===== src/hdl/pps_pkg.sv =====
// Package for the priority process scheduler: types, codes and sizes.
// No dependencies.
package pps_pkg;
  localparam int unsigned MaxTasksDef = 16;

  localparam logic [2:0] CMD_TICK   = 3'd0;
  localparam logic [2:0] CMD_CREATE = 3'd1;
  localparam logic [2:0] CMD_KILL   = 3'd2;
  localparam logic [2:0] CMD_BLOCK  = 3'd3;
  localparam logic [2:0] CMD_WAKE   = 3'd4;

  localparam logic [2:0] ST_OK       = 3'd0;
  localparam logic [2:0] ST_DUP      = 3'd1;
  localparam logic [2:0] ST_FULL     = 3'd2;
  localparam logic [2:0] ST_NORUN    = 3'd3;
  localparam logic [2:0] ST_BLKEMPTY = 3'd4;
  localparam logic [2:0] ST_NOTFOUND = 3'd5;
  localparam logic [2:0] ST_BADCMD   = 3'd6;

  typedef struct packed {
    logic [15:0] ttime;
    logic [7:0]  pri;
    logic [7:0]  id;
  } entry_t;

  typedef enum logic [3:0] {
    S_IDLE, S_DUPR, S_DUPB, S_DECIDE, S_WSRCH, S_WSHIFT,
    S_BSHIFT, S_INSRCH, S_INSHIFT, S_TICK, S_POPSHIFT, S_OUT
  } state_t;
endpackage


===== src/hdl/priority_process_scheduler_unit.sv =====
// Top level of the priority process scheduler.
// Depends on pps_pkg and pps_list.
// A command walks list entries: each duplicate check, search and shift steps
// through one entry of a list memory at a time, and in_tready stays low until
// the command's result is loaded for output.
module priority_process_scheduler_unit #(
  parameter int unsigned MaxTasks = pps_pkg::MaxTasksDef
) (
  input  logic        clk,
  input  logic        rst_n,
  input  logic        in_tvalid,
  output logic        in_tready,
  input  logic [39:0] in_tdata,  // cmd[2:0] proc_id[10:3] new_priority[18:11] new_time[34:19]
  output logic        out_tvalid,
  input  logic        out_tready,
  output logic [55:0] out_tdata  // status, running_valid, running_id, running_priority,
                                 // running_time_left, terminated_valid, terminated_id,
                                 // ready_count, blocked_count
);
  import pps_pkg::*;
  localparam int unsigned AW = (MaxTasks > 1) ? $clog2(MaxTasks) : 1;
  localparam int unsigned LW = $clog2(MaxTasks + 1);

  state_t state_r, state_nxt;
  logic [2:0]  cmd_r, cmd_nxt, status_r, status_nxt;
  logic [7:0]  pid_r, pid_nxt;
  entry_t      ins_r, ins_nxt;           // entry to insert into ready list
  entry_t      run_r, run_nxt;
  logic        runf_r, runf_nxt;
  logic        term_r, term_nxt;
  logic [7:0]  tid_r, tid_nxt;
  logic [LW-1:0] rlen_r, rlen_nxt, blen_r, blen_nxt;
  logic [LW-1:0] idx_r, idx_nxt, pos_r, pos_nxt;
  logic        rdv_r, rdv_nxt;          // read data valid for the last issued read address
  logic        tickins_r, tickins_nxt;  // insert belongs to tick phase
  logic        out_v_r;
  logic [55:0] out_d_r, out_d_nxt;
  logic        out_load;

  logic          r_we, b_we;
  logic [AW-1:0] r_wa, r_ra, b_wa, b_ra;
  entry_t        r_wd, b_wd, r_rd, b_rd;

  pps_list #(.Depth(MaxTasks), .AW(AW)) u_ready (
    .clk(clk), .we(r_we), .waddr(r_wa), .wdata(r_wd), .raddr(r_ra), .rdata(r_rd));
  pps_list #(.Depth(MaxTasks), .AW(AW)) u_blocked (
    .clk(clk), .we(b_we), .waddr(b_wa), .wdata(b_wd), .raddr(b_ra), .rdata(b_rd));

  assign in_tready  = (state_r == S_IDLE);
  assign out_tvalid = out_v_r;
  assign out_tdata  = out_d_r;

  logic [LW:0] total;
  assign total = {1'b0, rlen_r} + {1'b0, blen_r} + {{LW{1'b0}}, runf_r};

  always_comb begin
    entry_t mk;
    state_nxt = state_r; cmd_nxt = cmd_r; status_nxt = status_r; pid_nxt = pid_r;
    ins_nxt = ins_r; run_nxt = run_r; runf_nxt = runf_r; term_nxt = term_r;
    tid_nxt = tid_r; rlen_nxt = rlen_r; blen_nxt = blen_r; idx_nxt = idx_r;
    pos_nxt = pos_r; rdv_nxt = 1'b0; tickins_nxt = tickins_r; out_load = 1'b0;
    r_we = 1'b0; b_we = 1'b0; r_wa = '0; b_wa = '0; r_wd = ins_r; b_wd = run_r;
    r_ra = idx_r[AW-1:0]; b_ra = idx_r[AW-1:0];
    mk = '0;
    out_d_nxt = '0;
    unique case (state_r)
      S_IDLE: begin
        if (in_tvalid) begin
          cmd_nxt = in_tdata[2:0];
          pid_nxt = in_tdata[10:3];
          ins_nxt = '{ttime: in_tdata[34:19], pri: in_tdata[18:11], id: in_tdata[10:3]};
          status_nxt = ST_OK; term_nxt = 1'b0; tid_nxt = '0; tickins_nxt = 1'b0;
          idx_nxt = '0;
          if (in_tdata[2:0] > CMD_WAKE) begin
            status_nxt = ST_BADCMD; state_nxt = S_OUT;
          end else if (in_tdata[2:0] == CMD_CREATE) begin
            state_nxt = (runf_r && run_r.id == in_tdata[10:3]) ? S_DECIDE : S_DUPR;
            if (runf_r && run_r.id == in_tdata[10:3]) status_nxt = ST_DUP;
          end else begin
            state_nxt = S_DECIDE;
          end
        end
      end
      S_DUPR: begin  // walk ready list one entry a cycle
        r_ra = idx_r[AW-1:0];
        if (rdv_r && r_rd.id == pid_r) begin
          status_nxt = ST_DUP; state_nxt = S_DECIDE;
        end else if (idx_r < rlen_r) begin
          idx_nxt = idx_r + 1'b1; rdv_nxt = 1'b1;
        end else begin
          idx_nxt = '0; state_nxt = S_DUPB;
        end
      end
      S_DUPB: begin
        if (rdv_r && b_rd.id == pid_r) begin
          status_nxt = ST_DUP; state_nxt = S_DECIDE;
        end else if (idx_r < blen_r) begin
          idx_nxt = idx_r + 1'b1; rdv_nxt = 1'b1;
        end else begin
          state_nxt = S_DECIDE;
        end
      end
      S_DECIDE: begin
        idx_nxt = '0; pos_nxt = '0;
        case (cmd_r)
          CMD_CREATE: begin
            if (status_r == ST_OK && total >= (LW+1)'(MaxTasks)) status_nxt = ST_FULL;
            if (status_r == ST_OK && total < (LW+1)'(MaxTasks)) state_nxt = S_INSRCH;
            else state_nxt = S_TICK;
          end
          CMD_KILL: begin
            if (runf_r) begin
              runf_nxt = 1'b0; run_nxt = '0;
            end else status_nxt = ST_NORUN;
            state_nxt = S_TICK;
          end
          CMD_BLOCK: begin
            if (!runf_r) begin
              status_nxt = ST_NORUN; state_nxt = S_TICK;
            end else if (blen_r < LW'(MaxTasks)) begin
              idx_nxt = blen_r; state_nxt = S_BSHIFT;
            end else begin
              runf_nxt = 1'b0; run_nxt = '0; state_nxt = S_TICK;
            end
          end
          CMD_WAKE: begin
            if (blen_r == '0) begin
              status_nxt = ST_BLKEMPTY; state_nxt = S_TICK;
            end else state_nxt = S_WSRCH;
          end
          default: state_nxt = S_TICK;
        endcase
      end
      S_BSHIFT: begin  // move entries down by one, tail first
        if (idx_r == '0) begin
          b_we = 1'b1; b_wa = '0; b_wd = run_r;
          blen_nxt = blen_r + 1'b1; runf_nxt = 1'b0; run_nxt = '0;
          state_nxt = S_TICK;
        end else if (!rdv_r) begin
          b_ra = AW'(idx_r - 1'b1); rdv_nxt = 1'b1;
        end else begin
          b_we = 1'b1; b_wa = idx_r[AW-1:0]; b_wd = b_rd;
          idx_nxt = idx_r - 1'b1;
        end
      end
      S_WSRCH: begin
        if (rdv_r && b_rd.id == pid_r) begin
          ins_nxt = b_rd; pos_nxt = idx_r - 1'b1; idx_nxt = idx_r;
          state_nxt = S_WSHIFT;
        end else if (idx_r < blen_r) begin
          idx_nxt = idx_r + 1'b1; rdv_nxt = 1'b1;
        end else begin
          status_nxt = ST_NOTFOUND; state_nxt = S_TICK;
        end
      end
      S_WSHIFT: begin  // close the gap at pos_r; idx_r reads the next entry
        if (idx_r >= blen_r) begin
          blen_nxt = blen_r - 1'b1; idx_nxt = '0; pos_nxt = '0;
          state_nxt = S_INSRCH;
        end else if (!rdv_r) begin
          rdv_nxt = 1'b1;
        end else begin
          b_we = 1'b1; b_wa = pos_r[AW-1:0]; b_wd = b_rd;
          pos_nxt = idx_r; idx_nxt = idx_r + 1'b1;
        end
      end
      S_INSRCH: begin  // find first entry with lower priority
        if (rlen_r >= LW'(MaxTasks)) begin
          state_nxt = tickins_r ? S_POPSHIFT : S_TICK;
        end else if (rdv_r && r_rd.pri < ins_r.pri) begin
          pos_nxt = idx_r - 1'b1; idx_nxt = rlen_r; state_nxt = S_INSHIFT;
        end else if (idx_r < rlen_r) begin
          idx_nxt = idx_r + 1'b1; rdv_nxt = 1'b1;
        end else begin
          pos_nxt = rlen_r; idx_nxt = rlen_r; state_nxt = S_INSHIFT;
        end
      end
      S_INSHIFT: begin
        if (idx_r == pos_r) begin
          r_we = 1'b1; r_wa = pos_r[AW-1:0]; r_wd = ins_r;
          rlen_nxt = rlen_r + 1'b1;
          state_nxt = tickins_r ? S_POPSHIFT : S_TICK;
          idx_nxt = '0;
        end else if (!rdv_r) begin
          r_ra = AW'(idx_r - 1'b1); rdv_nxt = 1'b1;
        end else begin
          r_we = 1'b1; r_wa = idx_r[AW-1:0]; r_wd = r_rd;
          idx_nxt = idx_r - 1'b1;
        end
      end
      S_TICK: begin
        idx_nxt = '0;
        if (runf_r) begin
          runf_nxt = 1'b0; run_nxt = '0;
          if (run_r.ttime == '0) begin
            term_nxt = 1'b1; tid_nxt = run_r.id; state_nxt = S_POPSHIFT;
          end else begin
            mk = run_r;
            if (mk.pri != '0) mk.pri = mk.pri - 1'b1;
            ins_nxt = mk; tickins_nxt = 1'b1; pos_nxt = '0; state_nxt = S_INSRCH;
          end
        end else state_nxt = S_POPSHIFT;
      end
      S_POPSHIFT: begin  // idx_r walks; first read yields the head
        if (rlen_r == '0) begin
          state_nxt = S_OUT;
        end else if (!rdv_r) begin
          r_ra = idx_r[AW-1:0]; rdv_nxt = 1'b1;
        end else begin
          if (idx_r == '0) begin
            mk = r_rd;
            if (mk.ttime != '0) mk.ttime = mk.ttime - 1'b1;
            run_nxt = mk; runf_nxt = 1'b1;
          end else begin
            r_we = 1'b1; r_wa = AW'(idx_r - 1'b1); r_wd = r_rd;
          end
          if (idx_r + 1'b1 >= rlen_r) begin
            rlen_nxt = rlen_r - 1'b1; state_nxt = S_OUT;
          end else begin
            idx_nxt = idx_r + 1'b1; r_ra = AW'(idx_r + 1'b1); rdv_nxt = 1'b1;
          end
        end
      end
      S_OUT: begin
        if (!out_v_r || out_tready) begin
          out_load = 1'b1;
          out_d_nxt = {1'b0, 5'(blen_r), 5'(rlen_r), tid_r, term_r,
                       run_r.ttime, run_r.pri, run_r.id, runf_r, status_r};
          state_nxt = S_IDLE;
        end
      end
      default: state_nxt = S_IDLE;
    endcase
    if (state_r == S_DUPR || state_r == S_DUPB || state_r == S_WSRCH ||
        state_r == S_INSRCH) begin
      r_ra = idx_r[AW-1:0]; b_ra = idx_r[AW-1:0];
    end
    if (state_r == S_WSHIFT) b_ra = idx_r[AW-1:0];
  end

  always_ff @(posedge clk) begin
    if (!rst_n) begin
      state_r <= S_IDLE; runf_r <= 1'b0; run_r <= '0; rlen_r <= '0; blen_r <= '0;
      out_v_r <= 1'b0; rdv_r <= 1'b0; term_r <= 1'b0; tid_r <= '0;
      tickins_r <= 1'b0; idx_r <= '0; pos_r <= '0; status_r <= ST_OK;
    end else begin
      state_r <= state_nxt; runf_r <= runf_nxt; run_r <= run_nxt;
      rlen_r <= rlen_nxt; blen_r <= blen_nxt; rdv_r <= rdv_nxt;
      term_r <= term_nxt; tid_r <= tid_nxt; tickins_r <= tickins_nxt;
      idx_r <= idx_nxt; pos_r <= pos_nxt; status_r <= status_nxt;
      if (out_load) out_v_r <= 1'b1;
      else if (out_tready) out_v_r <= 1'b0;
    end
  end

  always_ff @(posedge clk) begin
    cmd_r <= cmd_nxt; pid_r <= pid_nxt; ins_r <= ins_nxt;
    if (out_load) out_d_r <= out_d_nxt;
  end
endmodule


===== src/hdl/pps_list.sv =====
// One task list held in a memory with one write port and one registered read port.
// Depends on pps_pkg.
module pps_list #(
  parameter int unsigned Depth = pps_pkg::MaxTasksDef,
  parameter int unsigned AW = (Depth > 1) ? $clog2(Depth) : 1
) (
  input  logic               clk,
  input  logic               we,
  input  logic [AW-1:0]      waddr,
  input  pps_pkg::entry_t    wdata,
  input  logic [AW-1:0]      raddr,
  output pps_pkg::entry_t    rdata
);
  import pps_pkg::*;
  entry_t mem [Depth];

  always_ff @(posedge clk) begin
    if (we) begin
      mem[waddr] <= wdata;
    end
    rdata <= mem[raddr];
  end
endmodule


===== config.mk =====
export PLATFORM = sky130hd
export DESIGN_NAME = priority_process_scheduler_unit
export DESIGN_NICKNAME = d
export VERILOG_FILES = /design/src/hdl/pps_pkg.sv /design/src/hdl/priority_process_scheduler_unit.sv /design/src/hdl/pps_list.sv
export SDC_FILE = /design/constraint.sdc
export NUM_CORES = 2
export LEC_CHECK = 0
export BUFFER_PORTS_ARGS = -buffer_cell sky130_fd_sc_hd__buf_2
export CORE_MARGIN = 5
export CORE_UTILIZATION = 45
export CTS_CLUSTER_SIZE = 12
export DETAILED_ROUTE_END_ITERATION = 8
export PLACE_DENSITY_LB_ADDON = 0.2
export SLEW_MARGIN = 20
export SYNTH_ARGS = -nofsm -noshare
export SYNTH_HDL_FRONTEND = slang
export SYNTH_SLANG_ARGS = --single-unit

===== constraint.sdc =====
create_clock -name clk -period 4.3 [get_ports clk]
set_clock_uncertainty 0.05 [all_clocks]
set_input_delay 0.215 -clock clk [delete_from_list [all_inputs] [get_ports clk]]
set_output_delay 0.215 -clock clk [all_outputs]
set_load 0.1 [all_outputs]

==> load_flow_metrics.sql <==
INSERT INTO impl_metrics (metric_group, metric, value, unit) VALUES
('drt', 'iteration_0_drc_markers', '2774', ''),
('synthesis', 'post_synth_most_frequent_cells', '1122 x sky130_fd_sc_hd__edfxtp_1, 298 x sky130_fd_sc_hd__mux2i_1, 198 x sky130_fd_sc_hd__nand2_1, 136 x sky130_fd_sc_hd__dfxtp_1, 128 x sky130_fd_sc_hd__mux4_2', ''),
('synthesis', 'ys_warn_count', '0', ''),
('setup_path', 'worst-path-max-fanout', '19', ''),
('setup_path', 'end_kind', 'flip-flop', ''),
('drt', 'ant_nets', '0', ''),
('synthesis', 'synthDominantCellAreaShare', '0.652', ''),
('setup_path', 'timing.critical_path.slowest_stage_cell', 'sky130_fd_sc_hd__or4_4', ''),
('finish', 'drive_above_1_share', '0.203', ''),
('setup_path', 'cpLargestDelayFamily', 'simple AND/OR/NAND/NOR gates', ''),
('global_route', 'grt_overflow_total', '0', ''),
('timing', 'min_period', '4060', 'ps'),
('floorplan', 'die_area', '122000', 'µm²'),
('drt', 'vias', '29300', ''),
('setup_path', 'critical_path_start_type', 'flip-flop', ''),
('clock_tree', 'path_clk_slew', '60', 'ps'),
('clock_tree', 'ctsResizeCount', '0', ''),
('timing', 'setup-tns-final', '0', 'ps'),
('synthesis', 'syn-cell-area', '51700', 'µm²'),
('finish', 'areaGrowthSynthToFinish', '16.6', '%'),
('synthesis', 'synth.avg_cell_area', '16.5', 'µm²'),
('setup_path', 'crit_buf_inv', '2', ''),
('setup_path', 'cp.required', '4870', 'ps'),
('timing', 'hold_viol_final', '0', ''),
('job', 'cap_viol_max_count', '0', ''),
('clock_tree', 'ctsLongestPathBuffers', '3', ''),
('global_route', 'grt_use_met3', '0.0389', ''),
('drt', 'vias_per_cell', '5.84', ''),
('setup_path', 'timing.critical_path.cells', 'ha_1, nand3_1, xnor2_1, ha_1, or4_4, o221a_1, nor2_1, a22oi_2, xnor2_4, buf_4, nor2_4, buf_12, a32oi_1, o211a_1', ''),
('synthesis', 'netlist_instances', '3123', ''),
('finish', 'area_of_all_sequential_standard_cells', '36400', 'µm²'),
('floorplan', 'dieHeight', '349', 'µm'),
('finish', 'fin_nets', '3477', ''),
('timing', 'tightest_slew', '969', 'ps'),
('synthesis', 'synthDistinctLibCells', '84', ''),
('power', 'p_leak', '0.0212', 'µW'),
('timing', 'rsz_0062_raised_after_global_routing', 'no', ''),
('setup_path', 'worst-endpoint-arrival', '4640', 'ps'),
('global_route', 'grt_start_max_net_pins', '67', ''),
('finish', 'area_of_combinational_cells_with_multiple_inputs', '14600', 'µm²'),
('global_route', 'track_usage', '0.229', ''),
('power', 'powerDensity', '498', 'nW/µm²'),
('clock_tree', 'cts_made_buffers', '135', ''),
('setup_path', 'delay_of_the_slowest_cell_on_the_worst_path', '490', 'ps'),
('drt', 'post_drt_wl_per_cell', '28.0', 'µm'),
('drt', 'drt-pass1-iter-count', '5', ''),
('synthesis', 'synth.net_count', '3210', ''),
('setup_path', 'critPathMostFrequentCell', 'sky130_fd_sc_hd__ha_1', ''),
('synthesis', 'yosys.cell_count.top_type', 'sky130_fd_sc_hd__edfxtp_1', ''),
('synthesis', 'synth.area.top_cells', 'sky130_fd_sc_hd__edfxtp_1 65%, sky130_fd_sc_hd__mux2i_1 5.8%, sky130_fd_sc_hd__mux4_2 5.6%', ''),
('power', 'peakVddDrop', '0.353', 'mV'),
('floorplan', 'core-area', '114000', 'µm²'),
('outcome', 'status', 'finished, final reports clean', ''),
('global_route', 'grt_util_met2', '0.385', ''),
('finish', 'fill_cells', '9271', ''),
('clock_tree', 'tritoncts', 'built', ''),
('synthesis', 'synth-main-ff-cell', 'sky130_fd_sc_hd__edfxtp_1', ''),
('global_route', 'groute.layer.met1.usage', '0.306', ''),
('synthesis', 'synth.largest_area_cell', 'sky130_fd_sc_hd__edfxtp_1', ''),
('synthesis', 'synth.yosys.seq_area_share', '0.705', ''),
('clock_tree', 'worstSkewPairLatency', '750', 'ps'),
('setup_path', 'critPathKind', 'flip-flop to flip-flop', ''),
('floorplan', 'fp-row-count', '124', ''),
('synthesis', 'yosys_register_bits', '1258', ''),
('drt', 'totalWireLength', '141000', 'µm'),
('floorplan', 'die_width', '349', 'µm'),
('global_route', 'global_route_wire_length_before_repair', '204000', 'µm'),
('synthesis', 'proportion_of_synthesized_flip_flops_having_asynchronous_set_or_reset', '0', ''),
('global_route', 'number_of_global_route_vias_before_repair', '29800', ''),
('clock_tree', 'clock_sink_count', '1258', ''),
('global_route', 'number_of_antenna_violations_at_the_first_check_in_global_routing', '5', '');
placed cells by master (no fill, tap or decap), types with 56 or more instances in the layout:
| cell | count |
|---|---|
| sky130_fd_sc_hd__a22oi_1 | 66 |
| sky130_fd_sc_hd__a32oi_1 | 68 |
| sky130_fd_sc_hd__and2_1 | 95 |
| sky130_fd_sc_hd__buf_12 | 56 |
| sky130_fd_sc_hd__buf_2 | 95 |
| sky130_fd_sc_hd__buf_4 | 121 |
| sky130_fd_sc_hd__clkbuf_16 | 139 |
| sky130_fd_sc_hd__dfxtp_1 | 136 |
| sky130_fd_sc_hd__edfxtp_1 | 1122 |
| sky130_fd_sc_hd__mux2_2 | 56 |
| sky130_fd_sc_hd__mux2i_1 | 298 |
| sky130_fd_sc_hd__mux4_2 | 128 |
| sky130_fd_sc_hd__nand2_1 | 197 |
layout make-up:
class	instances	area share
Antenna cell	1	0.0000415
Clock buffer	209	0.0653
Clock inverter	39	0.00635
Inverter	45	0.00280
Multi-Input combinational cell	1641	0.242
Sequential cell	1258	0.604
Tap cell	1512	0.0314
Timing Repair Buffer	309	0.0477
path summary, 6_finish.rpt:
check                         from                        to  slack (ps)  cells past startpoint
max          idx_r[1]$_SDFFE_PN0P_  u_ready.rdata[6]$_DFF_P_         240                     14
min                    in_tdata[0]        cmd_r[0]$_DFFE_PP_         200                      2
max reg2reg  idx_r[1]$_SDFFE_PN0P_  u_ready.rdata[6]$_DFF_P_         240                     14
min reg2reg    term_r$_SDFFE_PN0P_       term_r$_SDFFE_PN0P_         420                      2
worst reg2reg max path: cells and delay by family, from the launching register on:
kind / cells / cell delay, ps
AND/OR/NAND/NOR: 4 / 1350
AO/OA/AOI/OAI: 4 / 810
buffers and inverters: 2 / 480
XOR/XNOR: 2 / 370
adder cells (fa/ha/maj): 2 / 490
flip-flops: 1 / 410
per-layer routing:
metal / share of wire / vias to the layer above / wire length, µm
li1: - / 13000 / -
met1: 0.42 / 15200 / 58500
met2: 0.50 / 951 / 69700
met3: 0.058 / 216 / 8210
met4: 0.030 / 0 / 4200
met5: 0 / - / 0
cells by family after synthesis:
group / after synthesis / synth area share
buffers and inverters: 224 / 0.0212
multiplexers: 482 / 0.126
XOR/XNOR: 68 / 0.0117
flip-flops: 1258 / 0.705
adder cells (fa/ha/maj): 43 / 0.0107
AND/OR/NAND/NOR: 562 / 0.0540
other: 1 / 0.0000726
AO/OA/AOI/OAI: 485 / 0.0721
metrics by stage:
step / worst slack (ps) / power [µW] / cells / hold slack [ps] / utilization
6_report: 238 / 30000 / 5014 / 201 / 0.528
5_1_grt: 58.8 / 31100 / 5013 / 180 / 0.528
3_5_place_dp: 91.2 / 19000 / 4724 / 395 / 0.486
2_1_floorplan: 138 / 17400 / 3123 / 264 / -
4_1_cts: 69.1 / 30200 / 5009 / 153 / 0.527
3_3_place_gp: 202 / 18900 / 4724 / 391 / 0.486
where the power goes:
part / total [µW] / internal (µW) / switching [µW] / leakage (µW)
combinational: 4130 / 1510 / 2620 / 0.00763
clock: 11200 / 6470 / 4700 / 0.00209
sequential: 14700 / 14200 / 542 / 0.0115
total: 30000 / 22100 / 7870 / 0.0212
timing repair:
| action | 4_1_cts | 5_1_grt |
|---|---|---|
| setup endpoints to repair | 0 | 18 |
| buffers inserted | 0 | 4 |
| hold buffers | 37 | 0 |
| endpoints found under the hold margin | 56 | 0 |
sequential cells by signal, summed over array words and instances (netlist names):
signal and cells:
u_blocked.rdata 32, cmd_r 3, runf_r 1, status_r 3, u_blocked.mem 512, blen_r 5, out_tvalid 1, tid_r 8
term_r 1, u_ready.mem 512, run_r 32, ins_r 32, state_r 4, pid_r 8, tickins_r 1, out_tdata 55
idx_r 5, pos_r 5, u_ready.rdata 32, rdv_r 1, rlen_r 5
Power figures use the tool's default switching activity.
